--- src/rtl/otpa_pkg.sv ---
// Shared types, command codes and helper functions for the fp32 outer-product
// tile accumulator. Used by every module in rtl/; depends on nothing.
`timescale 1ns / 1ps

package otpa_pkg;

  localparam int ROWS_DEFAULT = 8;
  localparam int COLS_DEFAULT = 12;

  localparam int ROW_TAG_W = 4;
  localparam int COL_W     = 4;

  localparam logic [1:0] CMD_PRELOAD = 2'd0;
  localparam logic [1:0] CMD_LOAD_A  = 2'd1;
  localparam logic [1:0] CMD_APPLY   = 2'd2;
  localparam logic [1:0] CMD_DRAIN   = 2'd3;

  localparam logic [31:0] QUIET_BIT   = 32'h0040_0000;
  localparam logic [31:0] DEFAULT_NAN = 32'h7FC0_0000;
  localparam logic [31:0] INF_BITS    = 32'h7F80_0000;

  // Control bundle that the sequencer drives into every cell of the chain.
  typedef struct packed {
    logic                 load;
    logic                 shift;
    logic                 acc_we;
    logic                 a_we;
    logic [ROW_TAG_W-1:0] wr_row;
    logic [COL_W-1:0]     col;
  } cell_ctrl_t;

  // Index of the highest set bit, zero for a zero word.
  function automatic logic [5:0] top_bit64(input logic [63:0] v);
    logic [5:0] t;
    t = 6'd0;
    for (int i = 1; i < 64; i++) begin
      if (v[i]) t = 6'(i);
    end
    return t;
  endfunction

endpackage

--- src/rtl/otpa_cell.sv ---
// One row cell of the tile: holds the A element and the accumulators of its row,
// plus one stage of the operand shift chain. Depends on otpa_pkg.
`timescale 1ns / 1ps

module otpa_cell #(
  parameter int COLS = otpa_pkg::COLS_DEFAULT,
  parameter int IDX  = 0
) (
  input  logic                clk,
  input  otpa_pkg::cell_ctrl_t ctrl,
  input  logic [31:0]         wr_data,
  input  logic [31:0]         in_a,
  input  logic [31:0]         in_c,
  output logic [31:0]         out_a,
  output logic [31:0]         out_c
);

  localparam int CW = (COLS > 1) ? $clog2(COLS) : 1;

  logic [31:0] a_reg;
  logic [31:0] acc [COLS];
  logic [31:0] sh_a;
  logic [31:0] sh_c;
  logic        row_hit;

  assign row_hit = (ctrl.wr_row == otpa_pkg::ROW_TAG_W'(IDX));

  always_ff @(posedge clk) begin
    if (ctrl.a_we && row_hit) a_reg <= wr_data;
    if (ctrl.acc_we && row_hit) acc[ctrl.col[CW-1:0]] <= wr_data;
    // A load captures this row into the chain; shifts then move it toward row 0.
    if (ctrl.load) begin
      sh_a <= a_reg;
      sh_c <= acc[ctrl.col[CW-1:0]];
    end else if (ctrl.shift) begin
      sh_a <= in_a;
      sh_c <= in_c;
    end
  end

  assign out_a = sh_a;
  assign out_c = sh_c;

endmodule

--- config.mk ---
export PLATFORM = sky130hd
export DESIGN_NAME = otpa_cell
export DESIGN_NICKNAME = d
export VERILOG_FILES = /design/src/rtl/otpa_pkg.sv /design/src/rtl/otpa_cell.sv
export SDC_FILE = /design/constraint.sdc
export NUM_CORES = 1
export LEC_CHECK = 0
export ABC_AREA = 1
export BUFFER_PORTS_ARGS = -buffer_cell sky130_fd_sc_hd__buf_2
export CELL_PAD_IN_SITES_DETAIL_PLACEMENT = 0
export CELL_PAD_IN_SITES_GLOBAL_PLACEMENT = 1
export CORE_MARGIN = 2
export CORE_UTILIZATION = 35
export DETAILED_ROUTE_END_ITERATION = 6
export PLACE_DENSITY_LB_ADDON = 0.1
export SETUP_SLACK_MARGIN = 0.4
export SYNTH_ARGS = -nofsm -noshare
export SYNTH_HDL_FRONTEND = slang
export SYNTH_SLANG_ARGS = --single-unit
--- constraint.sdc ---
create_clock -name clk -period 9.4 [get_ports clk]
set_input_delay 0.47 -clock clk [delete_from_list [all_inputs] [get_ports clk]]
set_output_delay 0.47 -clock clk [all_outputs]
set_load 0.005 [all_outputs]
# After elaboration in Yosys (flattened, before gate mapping)

Memory sizes are Yosys's and may differ from the RTL's.
Index checks and enable logic that the tools add are counted.

Add/subtract/negate cells: 0
$mul: 0
Div/mod/pow operators: 0
$lt $le $gt $ge: 0
Eq/ne operators: 0
Shift-type cells: 0
Mux-type cells: 6
Bitwise gates (word level): 0
Reduce and logical (&&, ||, !) cells: 4

Operators with widths:

| operator          | count |
|---|---|
| $mux 32           | 4 |
| $logic_not 4->1   | 1 |
| $logic_and 1x1->1 | 2 |
| $mux 1            | 2 |
| $reduce_bool 2->1 | 1 |

Flip-flop bits (word level): 96
Bits in latches: 0
Memory bits (writable): 384
ROM bits: 0
Output and inout port bits: 64
Word-level logic and storage cells: 14
Memories kept: 1

Memory list:

| memory | depth | bits a word | read ports | clocked after memory_dff | wr ports | RTL line        | RTL |
|---|---|---|---|---|---|---|---|
| acc    | 12    | 32          | 1          | 0                        | 1        | otpa_cell.sv:21 | `logic [31:0] acc [COLS];` |

# Logic depth before layout (Yosys ltp)

Gate-level depths: netlist of run 1.

Depth in word-level cells: 4
Mapped depth: 12
Depth with buffers taken out: 9

# Worst setup path before layout of run 1

No wires, ideal clock.

Path type: input port to flip-flop
Start point: input ctrl[1] in the netlist's numbering
End point: memory acc[1][0], enable pin
Setup time: 461 ps
Arrival time: 3,368 ps
Required time: 8,939 ps
Setup slack: 5,571 ps
Stages on the path: 6
Path through: buf_2 inv_2 buf_6 buf_2 nand2_1 nor3_1

RTL lines:

| what        | RTL line        | RTL |
|---|---|---|
| from (decl) | otpa_cell.sv:10 | `input otpa_pkg::cell_ctrl_t ctrl,` |
| to (decl)   | otpa_cell.sv:21 |  |

No word-level cell before the write port.

# Worst setup path in the final report of run 1

Start point: input ctrl[3] in the netlist's numbering
End point: memory acc[0][12], enable pin

No word-level cell before the write port.

==> impl_metrics.yaml, run 1 <==
status:
  status: "complete, no violations"
sta:
  timing_max_transition_violations_final: 0
  setup_tns_ps: 0
  clock.fmax_ghz: 0.297
  finalHoldViolCount: 0
  tightest_slew_ps: 1270
  rsz0062_at_grt: "no"
  period_share_pct: 35.8
  fin_skew_ps: 9.00
  relSlewSlack_pct: 15.0
  finalSetupViolCount: 0
  final.min_clock_period_ps: 3370
clocking:
  root_buffer: "clkbuf_16"
  clk-insertion-delay-late_ps: 600
  cts.path.max_buffers: 3
  cts_tree: "yes"
  hold_buffers: 0
  h-tree-depth: 2
  post_cts_buffers: 0
  cts_sinks: 480
  postCtsResizedCells: 0
  clk_pin_slew_ps: 60
  numCtsBuffers: 54
layout:
  nFillCells: 5421
  num_antenna_cells: 0
  final_cells: 2771
  fin_nets: 2089
  largest_reg_flops: 384
  area_delta_synth_final_pct: 16.5
  drive_gt1_share_pct: 14.1
power_and_ir_drop:
  p_int_w: 0.00363
  pwr-share-seq_pct: 51.5
  p_per_area_nw_per_um2: 204
  peakVddDrop_mv: 0.121
  p_leak_nw: 9.50
  pwr-share-clk_pct: 42.7
  switching_share_pct: 22.2
  p_sw_w: 0.00104
  comb_power_share_pct: 5.9
routing:
  ant_nets: 0
  vias: 12757
  wl_per_cell_um: 18.5
  drcViolationCount: 0
  drt-pass1-iter-count: 4
  drt_iter0_markers: 870
  drt-total-wl_um: 51300
  vias_per_cell: 4.60
floorplan:
  dieArea_um2: 58000
  io_pins: 173
  die_h_um: 241
  coreArea_um2: 55300
  start_util_pct: 35.5
  die_x_um: 241
  rows: 86
setup_path:
  cp-start-kind: "primary input"
  cp_top_family: "simple AND/OR/NAND/NOR gates"
  critPathBufInv: 4
  end_kind: "flip-flop"
  slowest_delay_ps: 1040
  path_cells: "buf_2 -> buf_4 -> nor2_4 -> inv_1 -> nor3_2 -> buf_4"
  criticalPathCategory: "primary input to flip-flop"
  cp.arrival_ps: 3620
  path_common_cell: "buf_4"
  cpMaxStageDelayCell: "nor3_2"
  path_max_fanout: 35
  cp_data_required_time_ps: 9660
synth:
  ys_ff_latch: 480
  synth_cell_types: 16
  netlist_area_um2: 19600
  ys_warn_count: 0
  yosysSeqAreaShare_pct: 73.4
  synth_fp_nets: 1923
  synth_top_cell_by_area: "edfxtp_1"
  synth_area_leaders: "edfxtp_1, nand2_1, nor2_1, buf_2, buf_4"
  syn_area_per_cell_um2: 10.8
  synth_top_area_share_pct: 73.4
  synthCells: 1814
placement:
  gp_congestion: 0.717
  dp.cells: 2672
  io_buffers: 172
  hpwl_um: 27600
global_routing:
  grt_pass1_vias: 12670
  grt_max_degree: 137
  grt_use_total_pct: 18.0
  antenna_found_initial: 0
  overflow: 0
  grt_pass1_wl_um: 77400
min_path:
  hold_path_class: "primary input to flip-flop"
flow_run:
  drv_cap: 0
-- routing by layer --
metal	up-vias	part of all wire (%)	global-route usage (%)
met1	6200	48	25.4
met5	-	0	0
li1	6244	-	-
met3	64	4.2	2.54
met4	0	1.8	5.14
met2	249	46	28.9
-- area by class of cell --
| class | instances | area, um2 | area share [%] |
|---|---|---|---|
| clock buffer | 75 | 1490 | 6.53 |
| multi-input combinational | 1239 | 4750 | 20.8 |
| clock inverter | 24 | 159 | 0.695 |
| sequential | 480 | 14400 | 63.0 |
| timing repair buffer | 199 | 1090 | 4.75 |
| tap | 748 | 936 | 4.09 |
| inverter | 6 | 28.8 | 0.126 |
-- cell families (layout without fill, tap and decap cells) --
family,count (synthesis),count (layout),share of synthesized area [%]
AND/OR/NAND/NOR,1239,1239,23.8
buffers and inverters,95,304,2.77
flip-flops,480,480,73.4
-- metrics by stage --
stage / area [um2] / utilization, % / setup WS, ps / power, W / hold slack (ps)
2_1_floorplan: 19600 / - / 5570 / 0.00260 / 491
3_3_place_gp: 21200 / 38.4 / 5330 / 0.00273 / 497
3_5_place_dp: 21200 / 38.4 / 5240 / 0.00273 / 503
4_1_cts: 22900 / 41.4 / 5900 / 0.00473 / 93.8
5_1_grt: 22900 / 41.4 / 5810 / 0.00484 / 107
6_report: 22900 / 41.4 / 6030 / 0.00467 / 135
-- tightest hold or removal path, delay by kind of cell --
family | cells | cell delay [ps]
buffers and inverters | 1 | 70
AND/OR/NAND/NOR | 2 | 80
-- power by group through the flow --
stage	Sequential, W	Combinational [W]	Clock, W
2_1_floorplan	0.00245	0.000147	0
3_3_place_gp	0.00245	0.000282	0
3_5_place_dp	0.00245	0.000284	0
4_1_cts	0.00240	0.000284	0.00205
5_1_grt	0.00240	0.000315	0.00212
6_report	0.00240	0.000275	0.00199
-- cell usage in the layout (no fill, tap or decap), drive strengths merged --
| cell | Yosys | layout |
|---|---|---|
| and2 | 1 | 1 |
| clkbuf | 23 | 75 |
| bufinv | 0 | 2 |
| nor2 | 98 | 98 |
| nand2 | 1126 | 1126 |
| inv | 6 | 5 |
| nor4 | 1 | 1 |
| nor3 | 12 | 12 |
| edfxtp | 480 | 480 |
| buf | 66 | 199 |
| clkinv | 0 | 21 |
| clkinvlp | 0 | 2 |
| or2 | 1 | 1 |
-- synthesized netlist by cell type --
cell type     n
buf_4        17
edfxtp_1    480
inv_1         4
nand2_1    1126
or2_2         1
buf_1         8
buf_2        30
inv_4         1
nor2_1       96
inv_2         1
and2_1        1
buf_6        11
clkbuf_1     23
nor2_2        2
nor4_1        1
nor3_1       12
-- final timing paths --
path	startpoint	to	slack (ps)	cells past startpoint
max	ctrl[3]	acc[0][12]	6030	6
min reg2reg	a_reg[1]	out_a[1]	510	2
min	in_a[26]	out_a[26]	140	3
max reg2reg	acc[1][25]	out_c[25]	8090	8
Power figures use the tool's default switching activity.
==> inputs of run 2 (changes only) <==
==> constraint.sdc (replaced) <==
create_clock -name clk -period 3.2 [get_ports clk]
set_input_delay 0.16 -clock clk [delete_from_list [all_inputs] [get_ports clk]]
set_output_delay 0.16 -clock clk [all_outputs]
set_load 0.005 [all_outputs]
==> impl_metrics.yaml, run 2 (same netlist as run 1, synthesis figures left out) <==
status:
  status: "complete, no violations"
routing:
  top_layer: "met4"
  dr_wl_met2_um: 25000
  drcViolationCount: 0
  wl_met3_um: 2130
  drt_iter0_markers: 889
  vias_per_cell: 4.57
  vias: 13109
  ant_nets: 0
  wl_met1_um: 25700
  wl_per_cell_um: 18.7
  drt-total-wl_um: 53700
  drt-pass1-iter-count: 7
sta:
  fin_ws_ps: 1490
  clock.fmax_ghz: 0.583
  timing_max_transition_violations_final: 0
  final.min_clock_period_ps: 1710
  finalHoldViolCount: 0
  tightest_slew_ps: 835
  setup_tns_ps: 0
  fin_skew_ps: 19.6
  relSlewSlack_pct: 44.3
  finalSetupViolCount: 0
  hold_ws_ps: 42.2
  period_share_pct: 53.6
  rsz0062_at_grt: "no"
placement:
  dp_slack_ps: 878
  io_buffers: 172
  dpl-instance-area_um2: 21400
  dp.cells: 2682
  gp_congestion: 0.731
  hpwl_um: 30000
floorplan:
  io_pins: 173
  coreArea_um2: 55300
  rows: 86
  dieArea_um2: 58000
  die_h_um: 241
  start_util_pct: 35.5
  die_x_um: 241
power_and_ir_drop:
  peakVddDrop_mv: 0.461
  p_sw_w: 0.00297
  pwr-share-seq_pct: 52.6
  p_int_w: 0.0104
  p_leak_nw: 9.89
  comb_power_share_pct: 6.9
  switching_share_pct: 22.1
  pwr-share-clk_pct: 40.4
  p_per_area_nw_per_um2: 563
global_routing:
  grt_pass1_vias: 13135
  grt_use_total_pct: 18.9
  grt_pass1_wl_um: 81100
  overflow: 0
  antenna_found_initial: 0
  grt_max_degree: 91
layout:
  area_delta_synth_final_pct: 21.2
  stdcell_area_um2: 23800
  final_common_cell: "nand2_1"
  fin_nets: 2192
  num_antenna_cells: 0
  drive_gt1_share_pct: 13.5
  largest_reg_flops: 384
  final_cell_mix: "nand2_1, edfxtp_1, buf_2"
  final_cells: 2866
clocking:
  post_cts_buffers: 0
  cts_sinks: 480
  clk_pin_slew_ps: 60
  clk-insertion-delay-late_ps: 590
  numCtsBuffers: 52
  root_buffer: "clkbuf_16"
  h-tree-depth: 2
  cts_tree: "yes"
  postCtsResizedCells: 0
  hold_buffers: 95
  cts.path.max_buffers: 3
setup_path:
  cp_data_required_time_ps: 3530
  cp.arrival_ps: 2040
  path_max_fanout: 63
  cp-start-kind: "primary input"
  criticalPathCategory: "primary input to flip-flop"
  end_kind: "flip-flop"
flow_run:
  drv_cap: 0
min_path:
  hold_path_class: "primary input to flip-flop"
-- run 2: power groups by stage --
stage / Sequential [W] / Clock (W) / Combinational (W)
floorplan: 0.00720 / 0 / 0.000431
finish: 0.00706 / 0.00542 / 0.000928
global route: 0.00706 / 0.00582 / 0.00105
detailed placement: 0.00719 / 0 / 0.000862
CTS: 0.00706 / 0.00558 / 0.000952
global placement: 0.00719 / 0 / 0.000860
-- run 2: worst paths after layout --
path / end / start / cells past startpoint / slack (ps)
worst max register to register: out_c[9] / acc[10][9] / 8 / 1880
worst max-delay path: out_c[9] / ctrl[0] / 11 / 1490
worst min-delay path: out_a[26] / ctrl[11] / 3 / 40
worst min register to register: out_a[19] / a_reg[19] / 2 / 510
-- run 2: layer usage --
| metal | global-route usage (%) | vias up |
|---|---|---|
| met5 | 0 | - |
| met4 | 3.76 | 0 |
| met3 | 3.27 | 65 |
| met2 | 30.9 | 234 |
| met1 | 26.6 | 6367 |
| li1 | - | 6443 |
-- run 2: layout make-up --
cell class	count	area (um2)
Fill cell	5323	31500
Multi-Input combinational cell	1239	4750
Inverter	6	28.8
Clock buffer	70	1390
Timing Repair Buffer	304	2180
Clock inverter	19	103
Tap cell	748	936
Sequential cell	480	14400
-- run 2: critical path, stage by stage --
cell and delay [ps]:
buf_6 420, inv_6 340, buf_4 350, nand2_1 90, nand2_1 50, nand2_1 50, nand2_1 110, nand2_1 130
nand2_1 70, nor2_1 160, nor2_1 60
-- run 2: stage by stage --
step | util, % | power (W)
final | 43.0 | 0.0134
after global routing | 43.0 | 0.0139
after CTS | 43.0 | 0.0136
after detailed placement | 38.6 | 0.00805
after global placement | 38.6 | 0.00805
after floorplan | - | 0.00763
